$ cat config.mk
export PLATFORM = sky130hd
export DESIGN_NAME = touch_gesture_classifier_flat
export DESIGN_NICKNAME = d
export VERILOG_FILES = /design/src/sv/tgc_pkg.sv /design/src/sv/tgc_req_if.sv /design/src/sv/tgc_rsp_if.sv /design/src/sv/tgc_divider.sv /design/src/sv/touch_gesture_classifier.sv /design/src/flat_wrapper.sv
export SDC_FILE = /design/constraint.sdc
export NUM_CORES = 1
export LEC_CHECK = 0
export BUFFER_PORTS_ARGS = -buffer_cell sky130_fd_sc_hd__buf_2
export CELL_PAD_IN_SITES_DETAIL_PLACEMENT = 1
export CELL_PAD_IN_SITES_GLOBAL_PLACEMENT = 2
export CORE_ASPECT_RATIO = 0.75
export CORE_MARGIN = 2
export CORE_UTILIZATION = 30
export DETAILED_ROUTE_END_ITERATION = 8
export GPL_ROUTABILITY_DRIVEN = 0
export GPL_TIMING_DRIVEN = 0
export HOLD_SLACK_MARGIN = 0.12
export PLACE_DENSITY = 0.71
export SLEW_MARGIN = 40
export SYNTH_ARGS = -nofsm -noshare
export SYNTH_HDL_FRONTEND = slang
export SYNTH_SLANG_ARGS = --single-unit
$ cat constraint.sdc
create_clock -name clock -period 16.14 [get_ports clock]
set_input_delay 0.807 -clock clock [delete_from_list [all_inputs] [get_ports clock]]
set_output_delay 0.807 -clock clock [all_outputs]
set_load 0.02 [all_outputs]
$ cat src/sv/tgc_pkg.sv
`default_nettype none
package tgc_pkg;

   // Default geometry of the block.
   localparam int DEF_COORD_BITS = 12;
   localparam int DEF_TIME_BITS  = 32;

   // Widths of the configuration registers and of the port.
   localparam int SCREEN_W   = 12;
   localparam int CLICK_W    = 16;
   localparam int MOVE_W     = 12;
   localparam int RELEASE_W  = 16;
   localparam int CSR_DATA_W = 32;
   localparam int CSR_ADDR_W = 5;
   localparam int SPEED_W    = 8;

   // Reset values of the configuration registers.
   localparam logic [SCREEN_W-1:0]  RST_SCREEN_WIDTH  = 12'd800;
   localparam logic [SCREEN_W-1:0]  RST_SCREEN_HEIGHT = 12'd1280;
   localparam logic [CLICK_W-1:0]   RST_CLICK_TIME    = 16'd200;
   localparam logic [MOVE_W-1:0]    RST_MOVE_DISTANCE = 12'd50;
   localparam logic [RELEASE_W-1:0] RST_RELEASE_DELAY = 16'd100;

   localparam logic [SPEED_W-1:0] SPEED_MAX = 8'd255;

   // Register indexes, taken from the word address of the port.
   typedef enum logic [2:0] {
      REG_SCREEN_WIDTH  = 3'd0,
      REG_SCREEN_HEIGHT = 3'd1,
      REG_CLICK_TIME    = 3'd2,
      REG_MOVE_DISTANCE = 3'd3,
      REG_RELEASE_DELAY = 3'd4
   } reg_index_type;

   // Item kinds on the request channel.
   localparam logic [1:0] MODE_CONTACT = 2'd0;
   localparam logic [1:0] MODE_POLL    = 2'd1;
   localparam logic [1:0] MODE_RELEASE = 2'd2;

   // Status of the shared divider.
   typedef struct packed {
      logic busy;
      logic done;
   } div_status_type;

endpackage
`default_nettype wire

$ cat src/sv/tgc_req_if.sv
`default_nettype none
interface tgc_req_if
   import tgc_pkg::*;
#(
   parameter int COORD_BITS = DEF_COORD_BITS,
   parameter int TIME_BITS  = DEF_TIME_BITS
);
   logic                  valid;
   logic                  ready;
   logic [1:0]            mode;
   logic [COORD_BITS-1:0] touch_x;
   logic [COORD_BITS-1:0] touch_y;
   logic [TIME_BITS-1:0]  now_ms;

   modport source (output valid, mode, touch_x, touch_y, now_ms, input ready);
   modport sink (input valid, mode, touch_x, touch_y, now_ms, output ready);
endinterface
`default_nettype wire

$ cat src/sv/tgc_rsp_if.sv
`default_nettype none
interface tgc_rsp_if
   import tgc_pkg::*;
#(
   parameter int COORD_BITS = DEF_COORD_BITS
);
   logic                  valid;
   logic                  ready;
   logic                  is_click;
   logic                  swipe_up;
   logic                  swipe_down;
   logic                  swipe_left;
   logic                  swipe_right;
   logic [SPEED_W-1:0]    speed_vertical;
   logic [SPEED_W-1:0]    speed_horizontal;
   logic [COORD_BITS-1:0] end_x;
   logic [COORD_BITS-1:0] end_y;

   modport source (output valid, is_click, swipe_up, swipe_down, swipe_left,
                   swipe_right, speed_vertical, speed_horizontal, end_x, end_y,
                   input ready);
   modport sink (input valid, is_click, swipe_up, swipe_down, swipe_left,
                 swipe_right, speed_vertical, speed_horizontal, end_x, end_y,
                 output ready);
endinterface
`default_nettype wire

$ cat src/sv/tgc_divider.sv
`default_nettype none
// Restoring divider, one quotient bit per cycle.
module tgc_divider
   import tgc_pkg::*;
#(
   parameter int COORD_BITS = DEF_COORD_BITS,
   parameter int TIME_BITS  = DEF_TIME_BITS
) (
   input  wire logic                  clock,
   input  wire logic                  reset,
   input  wire logic                  start,
   input  wire logic [COORD_BITS-1:0] dividend,
   input  wire logic [TIME_BITS-1:0]  divisor,
   output      div_status_type        status,
   output      logic [COORD_BITS-1:0] quotient
);
   localparam int CNT_W = $clog2(COORD_BITS + 1);

   logic [TIME_BITS-1:0]  rem_ff;
   logic [TIME_BITS-1:0]  rem_in;
   logic [COORD_BITS-1:0] quo_ff;
   logic [TIME_BITS-1:0]  dvs_ff;
   logic [CNT_W-1:0]      count_ff;
   logic                  busy_ff;
   logic                  done_ff;
   logic [TIME_BITS:0]    shifted;
   logic                  fits;

   always_comb begin
      shifted = {rem_ff, quo_ff[COORD_BITS-1]};
      fits    = shifted >= {1'b0, dvs_ff};
      rem_in  = fits ? TIME_BITS'(shifted - {1'b0, dvs_ff})
                     : shifted[TIME_BITS-1:0];
   end

   always_ff @(posedge clock) begin
      if (reset) begin
         busy_ff  <= 1'b0;
         done_ff  <= 1'b0;
         count_ff <= '0;
      end else begin
         done_ff <= 1'b0;
         if (start) begin
            busy_ff  <= 1'b1;
            count_ff <= CNT_W'(COORD_BITS);
         end else if (busy_ff) begin
            count_ff <= count_ff - CNT_W'(1);
            if (count_ff == CNT_W'(1)) begin
               busy_ff <= 1'b0;
               done_ff <= 1'b1;
            end
         end
      end
   end

   always_ff @(posedge clock) begin
      if (start) begin
         rem_ff <= '0;
         quo_ff <= dividend;
         dvs_ff <= divisor;
      end else if (busy_ff) begin
         rem_ff <= rem_in;
         quo_ff <= {quo_ff[COORD_BITS-2:0], fits};
      end
   end

   assign status.busy = busy_ff;
   assign status.done = done_ff;
   assign quotient    = quo_ff;
endmodule
`default_nettype wire

$ cat src/sv/touch_gesture_classifier.sv
// Touch gesture classifier.
// Items arrive on the req channel: a contact sample, a poll without contact,
// or an explicit release, each stamped with a millisecond time. A gesture
// ends on a release, or on a poll once the release delay has passed since
// the last contact, and each end sends one transfer on the rsp channel.
// A contact sample or an item that ends nothing only passes through capture
// and evaluation. For an item that ends a gesture, the speeds of the axes
// that swiped are computed one after the other by a single restoring
// divider that retires one quotient bit per cycle. req.ready is high only
// while the sequencer is idle. The result sits in an output register, so the
// block takes the next item while a finished result still waits; if the
// receiver stalls and another gesture ends, that second result waits in the
// sequencer until the output register frees up. Synchronous reset clears the
// gesture state, drops any pending result and loads the register defaults.
// The APB-style port writes registers at word addresses; reads return them.
`default_nettype none
module touch_gesture_classifier
   import tgc_pkg::*;
#(
   parameter int COORD_BITS = DEF_COORD_BITS,
   parameter int TIME_BITS  = DEF_TIME_BITS
) (
   input  wire logic                  clock,
   input  wire logic                  reset,
   tgc_req_if.sink                    req,
   tgc_rsp_if.source                  rsp,
   input  wire logic                  csr_psel,
   input  wire logic                  csr_penable,
   input  wire logic                  csr_pwrite,
   input  wire logic [CSR_ADDR_W-1:0] csr_paddr,
   input  wire logic [CSR_DATA_W-1:0] csr_pwdata,
   output      logic [CSR_DATA_W-1:0] csr_prdata,
   output      logic                  csr_pready
);
   // Common width for comparing coordinates against 12-bit registers.
   localparam int CMP_W = (COORD_BITS > SCREEN_W) ? COORD_BITS : SCREEN_W;

   typedef enum logic [2:0] {
      ST_IDLE,
      ST_EVAL,
      ST_DIV_Y,
      ST_WAIT_Y,
      ST_DIV_X,
      ST_WAIT_X,
      ST_EMIT
   } state_type;

   // Configuration registers.
   logic [SCREEN_W-1:0]  screen_width_ff;
   logic [SCREEN_W-1:0]  screen_height_ff;
   logic [CLICK_W-1:0]   click_time_ff;
   logic [MOVE_W-1:0]    move_distance_ff;
   logic [RELEASE_W-1:0] release_delay_ff;

   // Captured request item.
   logic [1:0]            mode_ff;
   logic [COORD_BITS-1:0] touch_x_ff;
   logic [COORD_BITS-1:0] touch_y_ff;
   logic [TIME_BITS-1:0]  now_ff;

   // Gesture state.
   state_type             state_ff;
   logic                  open_ff;
   logic [TIME_BITS-1:0]  start_time_ff;
   logic [TIME_BITS-1:0]  last_contact_ff;
   logic [COORD_BITS-1:0] start_x_ff;
   logic [COORD_BITS-1:0] start_y_ff;
   logic [COORD_BITS-1:0] last_x_ff;
   logic [COORD_BITS-1:0] last_y_ff;

   // Results of the evaluation step.
   logic [TIME_BITS-1:0]  dur_ff;
   logic [COORD_BITS-1:0] dist_x_ff;
   logic [COORD_BITS-1:0] dist_y_ff;
   logic                  click_ff;
   logic                  up_ff;
   logic                  down_ff;
   logic                  left_ff;
   logic                  right_ff;
   logic [SPEED_W-1:0]    speed_v_ff;
   logic [SPEED_W-1:0]    speed_h_ff;

   // Output register.
   logic                  rsp_valid_ff;
   logic                  rsp_click_ff;
   logic                  rsp_up_ff;
   logic                  rsp_down_ff;
   logic                  rsp_left_ff;
   logic                  rsp_right_ff;
   logic [SPEED_W-1:0]    rsp_speed_v_ff;
   logic [SPEED_W-1:0]    rsp_speed_h_ff;
   logic [COORD_BITS-1:0] rsp_end_x_ff;
   logic [COORD_BITS-1:0] rsp_end_y_ff;

   // Evaluation terms, all taken from registered values.
   logic [TIME_BITS-1:0]  dur_in;
   logic [TIME_BITS-1:0]  idle_time;
   logic                  timed_out;
   logic                  ends_gesture;
   logic                  click_in;
   logic                  low_x;
   logic                  low_y;
   logic [COORD_BITS-1:0] dist_x_in;
   logic [COORD_BITS-1:0] dist_y_in;
   logic                  swipe_x;
   logic                  swipe_y;

   // Divider hookup.
   logic                  div_start;
   logic [COORD_BITS-1:0] div_dividend;
   div_status_type        div_status;
   logic [COORD_BITS-1:0] div_quotient;
   logic [SPEED_W-1:0]    speed_sat;

   logic                  csr_write;
   reg_index_type         csr_index;

   assign csr_pready = 1'b1;
   assign csr_write  = csr_psel && csr_penable && csr_pwrite;
   assign csr_index  = reg_index_type'(csr_paddr[CSR_ADDR_W-1:2]);

   always_ff @(posedge clock) begin
      if (reset) begin
         screen_width_ff  <= RST_SCREEN_WIDTH;
         screen_height_ff <= RST_SCREEN_HEIGHT;
         click_time_ff    <= RST_CLICK_TIME;
         move_distance_ff <= RST_MOVE_DISTANCE;
         release_delay_ff <= RST_RELEASE_DELAY;
      end else if (csr_write) begin
         // Writes to indexes beyond the register list fall through the case.
         case (csr_index)
            REG_SCREEN_WIDTH:  screen_width_ff  <= csr_pwdata[SCREEN_W-1:0];
            REG_SCREEN_HEIGHT: screen_height_ff <= csr_pwdata[SCREEN_W-1:0];
            REG_CLICK_TIME:    click_time_ff    <= csr_pwdata[CLICK_W-1:0];
            REG_MOVE_DISTANCE: move_distance_ff <= csr_pwdata[MOVE_W-1:0];
            REG_RELEASE_DELAY: release_delay_ff <= csr_pwdata[RELEASE_W-1:0];
            default: ;
         endcase
      end
   end

   always_comb begin
      case (csr_index)
         REG_SCREEN_WIDTH:  csr_prdata = CSR_DATA_W'(screen_width_ff);
         REG_SCREEN_HEIGHT: csr_prdata = CSR_DATA_W'(screen_height_ff);
         REG_CLICK_TIME:    csr_prdata = CSR_DATA_W'(click_time_ff);
         REG_MOVE_DISTANCE: csr_prdata = CSR_DATA_W'(move_distance_ff);
         REG_RELEASE_DELAY: csr_prdata = CSR_DATA_W'(release_delay_ff);
         default:           csr_prdata = '0;
      endcase
   end

   // Both time differences wrap modulo the timestamp width. An axis moves
   // toward its low end when its start coordinate lies above its end.
   always_comb begin
      dur_in       = now_ff - start_time_ff;
      idle_time    = now_ff - last_contact_ff;
      timed_out    = idle_time > TIME_BITS'(release_delay_ff);
      ends_gesture = open_ff && ((mode_ff == MODE_RELEASE) ||
                                 ((mode_ff == MODE_POLL) && timed_out));
      click_in     = dur_in < TIME_BITS'(click_time_ff);
      low_x        = start_x_ff > last_x_ff;
      low_y        = start_y_ff > last_y_ff;
      dist_x_in    = low_x ? (start_x_ff - last_x_ff) : (last_x_ff - start_x_ff);
      dist_y_in    = low_y ? (start_y_ff - last_y_ff) : (last_y_ff - start_y_ff);
      swipe_x      = CMP_W'(dist_x_in) > CMP_W'(move_distance_ff);
      swipe_y      = CMP_W'(dist_y_in) > CMP_W'(move_distance_ff);
   end

   // The divider runs only for an axis that actually swiped. A zero
   // duration gives an all-ones quotient, which saturates like any other
   // oversized speed.
   assign div_start    = ((state_ff == ST_DIV_Y) && (up_ff || down_ff)) ||
                         ((state_ff == ST_DIV_X) && (left_ff || right_ff));
   assign div_dividend = (state_ff == ST_DIV_Y) ? dist_y_ff : dist_x_ff;
   assign speed_sat    = (div_quotient > COORD_BITS'(SPEED_MAX)) ? SPEED_MAX
                                                                : div_quotient[SPEED_W-1:0];

   tgc_divider #(
      .COORD_BITS (COORD_BITS),
      .TIME_BITS  (TIME_BITS)
   ) u_divider (
      .clock    (clock),
      .reset    (reset),
      .start    (div_start),
      .dividend (div_dividend),
      .divisor  (dur_ff),
      .status   (div_status),
      .quotient (div_quotient)
   );

   always_ff @(posedge clock) begin
      if (reset) begin
         state_ff        <= ST_IDLE;
         open_ff         <= 1'b0;
         rsp_valid_ff    <= 1'b0;
         start_time_ff   <= '0;
         last_contact_ff <= '0;
         start_x_ff      <= '0;
         start_y_ff      <= '0;
         last_x_ff       <= '0;
         last_y_ff       <= '0;
      end else begin
         // While a result waits to be handed over, the emit step below decides
         // what the output register holds next.
         if (rsp_valid_ff && rsp.ready && (state_ff != ST_EMIT)) begin
            rsp_valid_ff <= 1'b0;
         end
         unique case (state_ff)
            ST_IDLE: begin
               if (req.valid) begin
                  mode_ff    <= req.mode;
                  touch_x_ff <= req.touch_x;
                  touch_y_ff <= req.touch_y;
                  now_ff     <= req.now_ms;
                  state_ff   <= ST_EVAL;
               end
            end
            ST_EVAL: begin
               state_ff <= ST_IDLE;
               if (mode_ff == MODE_CONTACT) begin
                  last_contact_ff <= now_ff;
                  if (!open_ff) begin
                     open_ff       <= 1'b1;
                     start_time_ff <= now_ff;
                     start_x_ff    <= touch_x_ff;
                     start_y_ff    <= touch_y_ff;
                  end
                  // Points off the screen do not move the end point.
                  if (CMP_W'(touch_x_ff) < CMP_W'(screen_width_ff)) begin
                     last_x_ff <= touch_x_ff;
                  end
                  if (CMP_W'(touch_y_ff) < CMP_W'(screen_height_ff)) begin
                     last_y_ff <= touch_y_ff;
                  end
               end else if (ends_gesture) begin
                  open_ff    <= 1'b0;
                  dur_ff     <= dur_in;
                  dist_x_ff  <= dist_x_in;
                  dist_y_ff  <= dist_y_in;
                  click_ff   <= click_in;
                  up_ff      <= !click_in && swipe_y && low_y;
                  down_ff    <= !click_in && swipe_y && !low_y;
                  left_ff    <= !click_in && swipe_x && low_x;
                  right_ff   <= !click_in && swipe_x && !low_x;
                  speed_v_ff <= '0;
                  speed_h_ff <= '0;
                  state_ff   <= ST_DIV_Y;
               end
            end
            ST_DIV_Y: begin
               state_ff <= (up_ff || down_ff) ? ST_WAIT_Y : ST_DIV_X;
            end
            ST_WAIT_Y: begin
               if (div_status.done) begin
                  speed_v_ff <= speed_sat;
                  state_ff   <= ST_DIV_X;
               end
            end
            ST_DIV_X: begin
               state_ff <= (left_ff || right_ff) ? ST_WAIT_X : ST_EMIT;
            end
            ST_WAIT_X: begin
               if (div_status.done) begin
                  speed_h_ff <= speed_sat;
                  state_ff   <= ST_EMIT;
               end
            end
            ST_EMIT: begin
               // Hand the result over once the output register is free or
               // is being emptied in this cycle.
               if (!rsp_valid_ff || rsp.ready) begin
                  rsp_valid_ff   <= 1'b1;
                  rsp_click_ff   <= click_ff;
                  rsp_up_ff      <= up_ff;
                  rsp_down_ff    <= down_ff;
                  rsp_left_ff    <= left_ff;
                  rsp_right_ff   <= right_ff;
                  rsp_speed_v_ff <= speed_v_ff;
                  rsp_speed_h_ff <= speed_h_ff;
                  rsp_end_x_ff   <= last_x_ff;
                  rsp_end_y_ff   <= last_y_ff;
                  state_ff       <= ST_IDLE;
               end
            end
            default: state_ff <= ST_IDLE;
         endcase
      end
   end

   assign req.ready            = (state_ff == ST_IDLE);
   assign rsp.valid            = rsp_valid_ff;
   assign rsp.is_click         = rsp_click_ff;
   assign rsp.swipe_up         = rsp_up_ff;
   assign rsp.swipe_down       = rsp_down_ff;
   assign rsp.swipe_left       = rsp_left_ff;
   assign rsp.swipe_right      = rsp_right_ff;
   assign rsp.speed_vertical   = rsp_speed_v_ff;
   assign rsp.speed_horizontal = rsp_speed_h_ff;
   assign rsp.end_x            = rsp_end_x_ff;
   assign rsp.end_y            = rsp_end_y_ff;
endmodule
`default_nettype wire
$ cat src/flat_wrapper.sv
// flat-port wrapper written by rule: the top's interface ports become plain ports
module touch_gesture_classifier_flat import tgc_pkg::*;
#(
   parameter int COORD_BITS = DEF_COORD_BITS,
   parameter int TIME_BITS  = DEF_TIME_BITS
)
  (clock, reset, csr_psel, csr_penable, csr_pwrite, csr_paddr, csr_pwdata, csr_prdata, csr_pready, req_valid, req_mode, req_touch_x, req_touch_y, req_now_ms, req_ready, rsp_valid, rsp_is_click, rsp_swipe_up, rsp_swipe_down, rsp_swipe_left, rsp_swipe_right, rsp_speed_vertical, rsp_speed_horizontal, rsp_end_x, rsp_end_y, rsp_ready);
  tgc_req_if #(.COORD_BITS(COORD_BITS), .TIME_BITS(TIME_BITS)) req_i ();
  tgc_rsp_if #(.COORD_BITS(COORD_BITS)) rsp_i ();
  input  wire logic clock;
  input  wire logic reset;
  input  wire logic csr_psel;
  input  wire logic csr_penable;
  input  wire logic csr_pwrite;
  input  wire logic [CSR_ADDR_W-1:0] csr_paddr;
  input  wire logic [CSR_DATA_W-1:0] csr_pwdata;
  output      logic [CSR_DATA_W-1:0] csr_prdata;
  output      logic csr_pready;
  input wire logic [$bits(req_i.valid)-1:0] req_valid;
  input wire logic [$bits(req_i.mode)-1:0] req_mode;
  input wire logic [$bits(req_i.touch_x)-1:0] req_touch_x;
  input wire logic [$bits(req_i.touch_y)-1:0] req_touch_y;
  input wire logic [$bits(req_i.now_ms)-1:0] req_now_ms;
  output wire logic [$bits(req_i.ready)-1:0] req_ready;
  output wire logic [$bits(rsp_i.valid)-1:0] rsp_valid;
  output wire logic [$bits(rsp_i.is_click)-1:0] rsp_is_click;
  output wire logic [$bits(rsp_i.swipe_up)-1:0] rsp_swipe_up;
  output wire logic [$bits(rsp_i.swipe_down)-1:0] rsp_swipe_down;
  output wire logic [$bits(rsp_i.swipe_left)-1:0] rsp_swipe_left;
  output wire logic [$bits(rsp_i.swipe_right)-1:0] rsp_swipe_right;
  output wire logic [$bits(rsp_i.speed_vertical)-1:0] rsp_speed_vertical;
  output wire logic [$bits(rsp_i.speed_horizontal)-1:0] rsp_speed_horizontal;
  output wire logic [$bits(rsp_i.end_x)-1:0] rsp_end_x;
  output wire logic [$bits(rsp_i.end_y)-1:0] rsp_end_y;
  input wire logic [$bits(rsp_i.ready)-1:0] rsp_ready;
  assign req_i.valid = req_valid;
  assign req_i.mode = req_mode;
  assign req_i.touch_x = req_touch_x;
  assign req_i.touch_y = req_touch_y;
  assign req_i.now_ms = req_now_ms;
  assign req_ready = req_i.ready;
  assign rsp_valid = rsp_i.valid;
  assign rsp_is_click = rsp_i.is_click;
  assign rsp_swipe_up = rsp_i.swipe_up;
  assign rsp_swipe_down = rsp_i.swipe_down;
  assign rsp_swipe_left = rsp_i.swipe_left;
  assign rsp_swipe_right = rsp_i.swipe_right;
  assign rsp_speed_vertical = rsp_i.speed_vertical;
  assign rsp_speed_horizontal = rsp_i.speed_horizontal;
  assign rsp_end_x = rsp_i.end_x;
  assign rsp_end_y = rsp_i.end_y;
  assign rsp_i.ready = rsp_ready;
  touch_gesture_classifier #(.COORD_BITS(COORD_BITS), .TIME_BITS(TIME_BITS)) u_core (.clock(clock), .reset(reset), .req(req_i), .rsp(rsp_i), .csr_psel(csr_psel), .csr_penable(csr_penable), .csr_pwrite(csr_pwrite), .csr_paddr(csr_paddr), .csr_pwdata(csr_pwdata), .csr_prdata(csr_prdata), .csr_pready(csr_pready));
endmodule
# Word level (Yosys, flattened, before mapping)
# Index checks and enable logic that the tools add are counted.
# word_totals
regBits	447
latchBits	0
mem_bits_rw	0
romBits	0
in_bits	102
out_inout_bits	80
word_cells	167
mem_count	0
# classes
add_sub_neg	8
mul	0
div	0
n_lt_le_gt_ge	10
n_eq_ne	20
shift	0
n_mux	33
bitwise_logic	4
reduce_logical	48
# op_table
op	count
32-bit subtractor	3
16-bit case mux with 5 select lines	1
12-bit 2-to-1 mux	5
12-bit > comparator	4
12-bit subtractor	4
33-bit by 32-bit >= comparator with 1-bit output	1
32-bit by 16-bit > comparator with 1-bit output	1
32-bit by 16-bit < comparator with 1-bit output	1
32-bit 2-to-1 mux	1
8-bit 2-to-1 mux	4
8-bit case mux with 2 select lines	2
12-bit < comparator	2
3-bit case mux with 7 select lines	1
3-bit 2-to-1 mux	6
3-bit AND reduction	5
1-bit logical AND	14
2-bit AND reduction	7
3-bit by 2-bit == test with 1-bit output (second input constant)	4
3-bit == test (second input constant)	4
12-bit by 8-bit > comparator with 1-bit output (second input constant)	1
5-bit AND reduction	2
1-bit 2-to-1 mux	9
4-bit 2-to-1 mux	2
2-bit inequality test (second input constant)	4
17 further kinds	35

# Depth between registers and ports, before layout
# Gate-level depths: netlist of the first run.
# logic_depth
word_depth	8
depth_mapped	24
ltp_nobuf	24

# Hierarchy
# A second synthesis of the first run with hierarchy kept.
# unflattened
hier_cells	2773
hier_area_um2	25587.0
# by_module_without_submodules
mod	instances	cells_per_inst	area_per_inst_um2	seq_area_each_um2
touch_gesture_classifier	1	2255	20606.0	9108.7
tgc_divider	1	518	4981.0	2082.0

# Worst setup path after synthesis of the first run
# OpenSTA, ideal clock, no wires.
# synth_path
path_type	reg2reg
start	register u_core.now_ff[0]
end	register u_core.click_ff, enable pin
setup_time_ps	480
arrival_ps	5784
required_time_ps	15660
setup_slack_ps	9876
path_stages_with_launch	25
path_buffers	0
synth_period_minus_slack_ps	6264
path_cell_list	edfxtp_1 > inv_1 > ha_1 > fa_1 > nand2b_1 > a21oi_1 > o22a_1 > nand2_1 > o21ai_0 > and2_1 > o21ai_0 > nand2b_1 > xor2_1 > ha_1 > a21o_1 > a21o_1 > a21oi_1 > a21oi_1 > o21a_1 > a21oi_1 > nand4_1 > nor3_1 > nand4_1 > nand2_1 > nor2_1
# synth_via
elab_chain_len	6
# synth_lines
item	line_no	source
from (decl)	touch_gesture_classifier.sv:59	logic [TIME_BITS-1:0] now_ff;
from (signal assigned)	touch_gesture_classifier.sv:215	now_ff <= req.now_ms;
32-bit subtractor	touch_gesture_classifier.sv:157	idle_time = now_ff - last_contact_ff;
32-bit by 16-bit > comparator with 1-bit output	touch_gesture_classifier.sv:158	timed_out = idle_time > TIME_BITS'(release_delay_ff);
1-bit logical AND	touch_gesture_classifier.sv:160	((mode_ff == MODE_POLL) && timed_out));
1-bit logical OR	touch_gesture_classifier.sv:159	ends_gesture = open_ff && ((mode_ff == MODE_RELEASE) ||
1-bit logical AND	touch_gesture_classifier.sv:159	
4-bit AND reduction (no source line)	-	
to (signal assigned)	touch_gesture_classifier.sv:241	click_ff <= click_in;
to (decl)	touch_gesture_classifier.sv:75	logic click_ff;
# Every way passes these cells.
# A chain may end at the register's enable or synchronous reset.

# Final worst setup path of the first run
# layout_path
start	register u_core.last_y_ff[0]
end	register u_core.up_ff, data pin
# layout_via
elab_chain_len	5
elab_cells_between_ends	7
classes_between	add/sub: 2; order compare: 2; mux: 1; reduce/logical: 2
# layout_lines
item	line_no	source
from (decl)	touch_gesture_classifier.sv:69	logic [COORD_BITS-1:0] last_y_ff;
from (signal assigned)	touch_gesture_classifier.sv:234	last_y_ff <= touch_y_ff;
12-bit subtractor / 12-bit > comparator (equally long branches)	touch_gesture_classifier.sv:165, touch_gesture_classifier.sv:163	
12-bit 2-to-1 mux (*)	touch_gesture_classifier.sv:165	dist_y_in = low_y ? (start_y_ff - last_y_ff) : (last_y_ff - start_y_ff);
net u_core.dist_y_in[11]	touch_gesture_classifier.sv:104	logic [COORD_BITS-1:0] dist_y_in;
12-bit > comparator (*)	touch_gesture_classifier.sv:167	swipe_y = CMP_W'(dist_y_in) > CMP_W'(move_distance_ff);
1-bit logical AND (*) (2 in a row)	touch_gesture_classifier.sv:242	up_ff <= !click_in && swipe_y && low_y;
to (signal assigned)	touch_gesture_classifier.sv:242	
to (decl)	touch_gesture_classifier.sv:76	logic up_ff;
# The timed path passes the listed nets; every way through them passes the cells marked *.

==> results of run 1 <==
[cells in the final DEF, fill, tap and decap left out, drive strengths merged, types with 8 or more instances in the layout]
master   instances
a2111oi         10
a211o           20
a211oi          39
a21o            68
a21oi          291
a22oi           31
a31oi           19
and2             9
and3            11
buf            181
clkbuf         179
clkinv          11
conb            17
dfxtp          223
edfxtp         224
ha             219
inv            254
mux2            10
mux2i           68
nand2          371
nand2b          24
nand3           40
nand3b          10
nand4           31
nor2           216
nor2b           27
nor3            32
nor4            12
o211ai          18
o21a            22
o21ai           96
o21bai          18
o22ai           20
o31a             8
o31ai            8
or3              8
xnor2           57
xor2            30
[layout make-up]
type | count | area [um^2]
diodes | 3 | 7.51
plain buffers | 126 | 558
clock buffers | 75 | 1500
clock inverters | 19 | 184
fillers | 9748 | 54300
inverters | 251 | 942
multi-input cells | 1941 | 12700
flip-flops and latches | 447 | 11200
well taps | 1128 | 1410
repair buffers | 159 | 886
[where the power goes]
| group | switching [mW] | total [mW] | leakage [nW] | internal (mW) |
|---|---|---|---|---|
| sequential | 0.0541 | 1.30 | 3.84 | 1.25 |
| combinational | 0.503 | 0.813 | 6.31 | 0.310 |
| clock | 0.491 | 1.18 | 0.822 | 0.690 |
| total | 1.05 | 3.30 | 11.0 | 2.25 |
[state kept, by name, indices dropped and copies added, names as in the netlist, 16 cells and up]
| register | flops |
|---|---|
| u_core.u_divider.rem_ff | 32 |
| u_core.now_ff | 32 |
| u_core.u_divider.dvs_ff | 32 |
| u_core.release_delay_ff | 16 |
| u_core.start_time_ff | 32 |
| u_core.click_time_ff | 16 |
| u_core.dur_ff | 32 |
| u_core.last_contact_ff | 32 |
[per-stage QoR]
stage               power [mW]  cells  area [um^2]
floorplan                 1.87   2765        25300
global placement          2.09   4037        27500
detailed placement        2.13   4052        27700
CTS                       3.32   4146        29400
global route              3.47   4148        29400
finish                    3.30   4149        29400
[critical path, delay by kind of cell, from the launching register on]
kind                       cells  cell delay (ns)
xor gates and xnor gates       1             0.62
AOI/OAI and AO/OA              7             2.23
adders and majority gates      3             0.99
muxes                          1             0.41
DFF                            1             0.42
buffers and inverters          1             0.06
and+or+nand+nor                7             1.51
[final timing paths]
path / end / slack [ns] / depth (start not counted)
max reg2reg: u_core.up_ff / 9.59 / 20
min: u_core.touch_x_ff[9] / 0.37 / 1
min reg2reg: u_core.rsp.speed_vertical[0] / 0.42 / 0
max: u_core.up_ff / 9.59 / 20
[per-layer routing]
| layer | routed length (um) | vias to the layer above |
|---|---|---|
| li1 | - | 10100 |
| met1 | 43100 | 10200 |
| met2 | 35700 | 354 |
| met3 | 3430 | 95 |
| met4 | 2020 | 0 |
| met5 | 0 | - |
[logic make-up after synthesis]
kind of cell               after synthesis  share of synthesized area
xor gates and xnor gates                87                     0.0302
AOI/OAI and AO/OA                      710                      0.177
adders and majority gates              226                      0.114
and+or+nand+nor                        823                      0.145
other                                    2                   0.000297
muxes                                   78                     0.0314
buffers and inverters                  377                     0.0589
DFF                                    447                      0.443
==> results.toml, run 1 <==
[outcome]
status = "finished, final reports clean"

[global_route]
met2_usage = 0.285
grt_start_max_net_pins = 36
grt_use_total = 0.190
grt_pass1_vias = 21500
antenna_found_initial = 2
top_usage_layer = "met2"
grt_use_met3 = 0.0248
grt_pass1_wl_um = 128000
use_met1 = 0.284
grt-ovfl-total = 0

[sta]
slew_violations = 0
setup_viol = 0
relSlewSlack = 0.345
hold_ws_ns = 0.374
period_share = 0.406
fin_setup_tns_ns = 0
setup_slack_ns = 9.59
worstMarginPinSlew_ns = 0.976
min_period_ns = 6.55
hold_violations = 0
rsz0062_at_grt = "no"
skew_ns = 0.0166
max_freq_mhz = 153

[clock_network]
clock_path_buffers = 3
clk_latency_ns = 0.60
cts_tree = "built"
ctsResizeCount = 0
clkSlewWorstSetupHoldPaths_ns = 0.06
cts-root-buf = "clkbuf_16"
cts_made_buffers = 51
htree_levels = 2
clock-sinks = 447
postCtsSetupBuffers = 0
ctsHoldBuffers = 0

[setup_path]
path_class = "reg -> reg"
endpoint_kind = "flip-flop"
startpoint = "u_core.last_y_ff[0]"
slowest_stage = "a2111oi_1"
setup.worst_path.start_class = "flip-flop"
timing.rr.start = "u_core.last_y_ff[0]"
path_cells = "ha_1, inv_1, fa_1, a21o_1, a21o_1, a2111oi_1, nor4_2, nor2_1, mux2_2, o41ai_1, a21boi_1, o21ai_1, nand3_1, xor2_1, ha_1, nand4_1, nor2_1, a2111oi_0, nor2_1, nor3b_1"
cp.required_ns = 16.45
cp.arrival_ns = 6.86
cp_common_cell = "nor2_1"
cpPeakStageDelay_ns = 0.67
crit_fanout = 8

[synth]
ys.flop_type = "edfxtp_1"
ys_top_cells_by_area = "edfxtp_1 27%, dfxtp_1 18%, ha_1 11%"
yosysTopAreaCell = "edfxtp_1"
yosysWarnings = 0
syn_area_mm2 = 0.0253
async_reset_ff_frac = 0
synth_edf_count = 224
synth_cell_types = 80
syn_inst = 2750
synth.top_cell.area_share = 0.266
ys_ff_latch = 447
syn_area_per_cell_um2 = 9.19
ys_seq_area_frac = 0.443
synth_most_common_cell = "nand2_1"
netlist_top_cells_count = "371 x nand2_1, 289 x a21oi_1, 250 x inv_1"

[route]
drt_first_pass_iters = 5
drt_iter0_drc = 1308
via_per_inst = 5.02
vias = 20800
routedWlPerCell_um = 20.3
antenna_left = 0
drc = 0
routed_wl_um = 84200

[min_path]
hp-class = "in -> reg"
min_from = "req_touch_x[9]"

[floorplanning]
coreArea_mm2 = 0.0837
rows = 92
pin_count = 182
dieArea_mm2 = 0.0866
die_y_um = 255
die_x_um = 339
initial_core_util = 0.302

[placement]
hpwl_um = 67500
dp_slack_ns = 9.82
portBuffers = 144

[power]
p_leak_nw = 11.0
p_per_area_mw_per_mm2 = 112
ir_worst_vdd_mv = 0.0644

[cells_and_area]
nets = 3305
syn_to_final_growth_pct = 16.4
drive_gt1_frac = 0.101
finalCoreUtilization = 0.351

[flow_run]
maxCapViolations = 0
(Power assumes the default switching activity.)
==> run 2, diff against run 1 <==
==> constraint.sdc (replaced) <==
create_clock -name clock -period 6.2 [get_ports clock]
set_input_delay 0.31 -clock clock [delete_from_list [all_inputs] [get_ports clock]]
set_output_delay 0.31 -clock clock [all_outputs]
set_load 0.02 [all_outputs]
==> run 2 against run 1 <==
Final cell count increased by 2.0%. Critical path depth shrank 3. Highest routed layer unchanged. Combinational power rose to 2.7 times the previous value. Maximum frequency increased by 12%. Hold slack worse by 0.18 ns.
==> results.toml, run 2 (synthesis results as in run 1) <==
[sta]
setup_viol = 0
fin_setup_tns_ns = 0
relSlewSlack = 0.328
hold_violations = 0
max_freq_mhz = 171
period_share = 0.944
slew_violations = 0
min_period_ns = 5.85
worstMarginPinSlew_ns = 1.00
rsz0062_at_grt = "no"
skew_ns = 0.0328

[clock_network]
clock_path_buffers = 3
clk_latency_ns = 0.64
clkSlewWorstSetupHoldPaths_ns = 0.06
htree_levels = 2
clock-sinks = 447
cts_made_buffers = 52
cts_tree = "built"
cts-root-buf = "clkbuf_16"

[global_route]
grt_pass1_vias = 22100
grt_start_max_net_pins = 36
grt-ovfl-total = 0
grt_pass1_wl_um = 131000
antenna_found_initial = 3
grt_use_total = 0.194

[power]
pwr-share-clk = 0.361
p_seq_frac = 0.389
p_sw_frac = 0.325
ir_worst_vdd_mv = 0.206
p_sw_mw = 2.83
power_frac_comb = 0.250
p_int_mw = 5.88
total_power_mw = 8.71
p_leak_nw = 11.4
p_per_area_mw_per_mm2 = 287

[route]
routedWlPerCell_um = 20.3
drt_first_pass_iters = 5
via_per_inst = 5.02
drc = 0
drt_iter0_drc = 1192
vias = 21200
antenna_left = 0
routed_wl_um = 86000

[cells_and_area]
syn_to_final_growth_pct = 20.0
finalCoreUtilization = 0.362
layout_common_cells = "371 x nand2_1, 288 x a21oi_1, 250 x inv_1"
final_common_cell = "nand2_1"
layout.cells.non_filler = 4231
design_area_mm2 = 0.0303
nFillCells = 9683
nets = 3387
drive_gt1_frac = 0.103

[setup_path]
cpPeakStageDelay_ns = 0.76
cp_num_buf_inv = 2
crit_fanout = 10
path_cells = "ha_1, inv_1, fa_1, a21o_1, a21o_1, a2111oi_2, nor4_2, nor2_4, clkbuf_1, o21ai_0, xnor2_1, ha_1, a21oi_1, nor3_1, a2111oi_0, nor2_1, nor3b_1"
cp.required_ns = 6.54
setup.worst_path.start_class = "flip-flop"
endpoint_kind = "flip-flop"
cp_top_family = "compound AO/OA/AOI/OAI gates"
slowest_stage = "xnor2_1"
path_class = "reg -> reg"
cp.arrival_ns = 6.19

[floorplanning]
coreArea_mm2 = 0.0837
rows = 92
die_y_um = 255
pin_count = 182
initial_core_util = 0.302
die_x_um = 339
dieArea_mm2 = 0.0866

[min_path]
hp-class = "in -> reg"

[placement]
placed_cells = 4053
dpl_cell_area_mm2 = 0.0277
hpwl_um = 67900
portBuffers = 144

[flow_run]
maxCapViolations = 0

[outcome]
status = "finished, final reports clean"
run 2: cell types whose count changed in the layout (fill, tap and decap cells not counted), moves of 2 or more:
cell / before / now
clkinv_2: 5 / 9
dlygate4sd3_1: 0 / 78
clkinv_4: 1 / 5
clkbuf_1: 108 / 104
buf_4: 22 / 25
diode_2: 3 / 1
clkbuf_8: 11 / 4
clkbuf_16: 52 / 54
run 2: path summary, 6_finish.rpt:
path / from / to / slack (ns) / cells past startpoint
max: u_core.last_y_ff[0] / u_core.up_ff / 0.35 / 17
max reg2reg: u_core.last_y_ff[0] / u_core.up_ff / 0.35 / 17
min: req_valid / u_core.state_ff[0] / 0.19 / 3
min reg2reg: u_core.speed_h_ff[5] / u_core.rsp.speed_horizontal[5] / 0.42 / 0
run 2: layout make-up:
class                   instances  area [um^2]  area share
clock buffers                  67         1440      0.0475
flip-flops and latches        447        11200       0.369
well taps                    1128         1410      0.0465
plain buffers                 126          559      0.0184
clock inverters                30          295     0.00974
diodes                          1         2.50   0.0000825
multi-input cells            1941        12800       0.422
inverters                     251          942      0.0311
repair buffers                240         1700      0.0561
run 2: routing by layer:
| layer | up-vias | routed length, um | global-route usage |
|---|---|---|---|
| met5 | - | 0 | 0 |
| met4 | 0 | 2490 | 0.0607 |
| met3 | 120 | 3220 | 0.0228 |
| met2 | 401 | 36500 | 0.294 |
| met1 | 10400 | 43700 | 0.286 |
| li1 | 10300 | - | - |
run 2: metrics by stage:
stage          setup slack (ns)  hold slack [ns]
2_1_floorplan             0.954            0.400
3_3_place_gp             -0.866            0.401
3_5_place_dp             -0.220            0.406
4_1_cts                  0.0327            0.133
5_1_grt                  0.0184            0.167
6_report                  0.347            0.189
run 2: tightest hold or removal path: cells and delay by family:
kind / cells / cell delay (ns)
buffers and inverters: 1 / 0.12
AND/OR/NAND/NOR: 1 / 0.22
AO/OA/AOI/OAI: 1 / 0.12
run 2: power groups by stage:
stage | clock network [mW] | registers, mW | logic, mW
final | 3.15 | 3.39 | 2.17
after global routing | 3.33 | 3.41 | 2.40
after CTS | 3.24 | 3.39 | 2.15
after detailed placement | 0 | 3.45 | 2.09
after global placement | 0 | 3.45 | 2.00
after floorplan | 0 | 3.39 | 1.49
run 2: timing repair:
item,4_1_cts,5_1_grt
resized for setup,2,6
endpoints found under the setup margin,4,65
buffers inserted,1,1
pin swaps,1,2
hold buffers,78,0
endpoints found under the hold margin,128,0
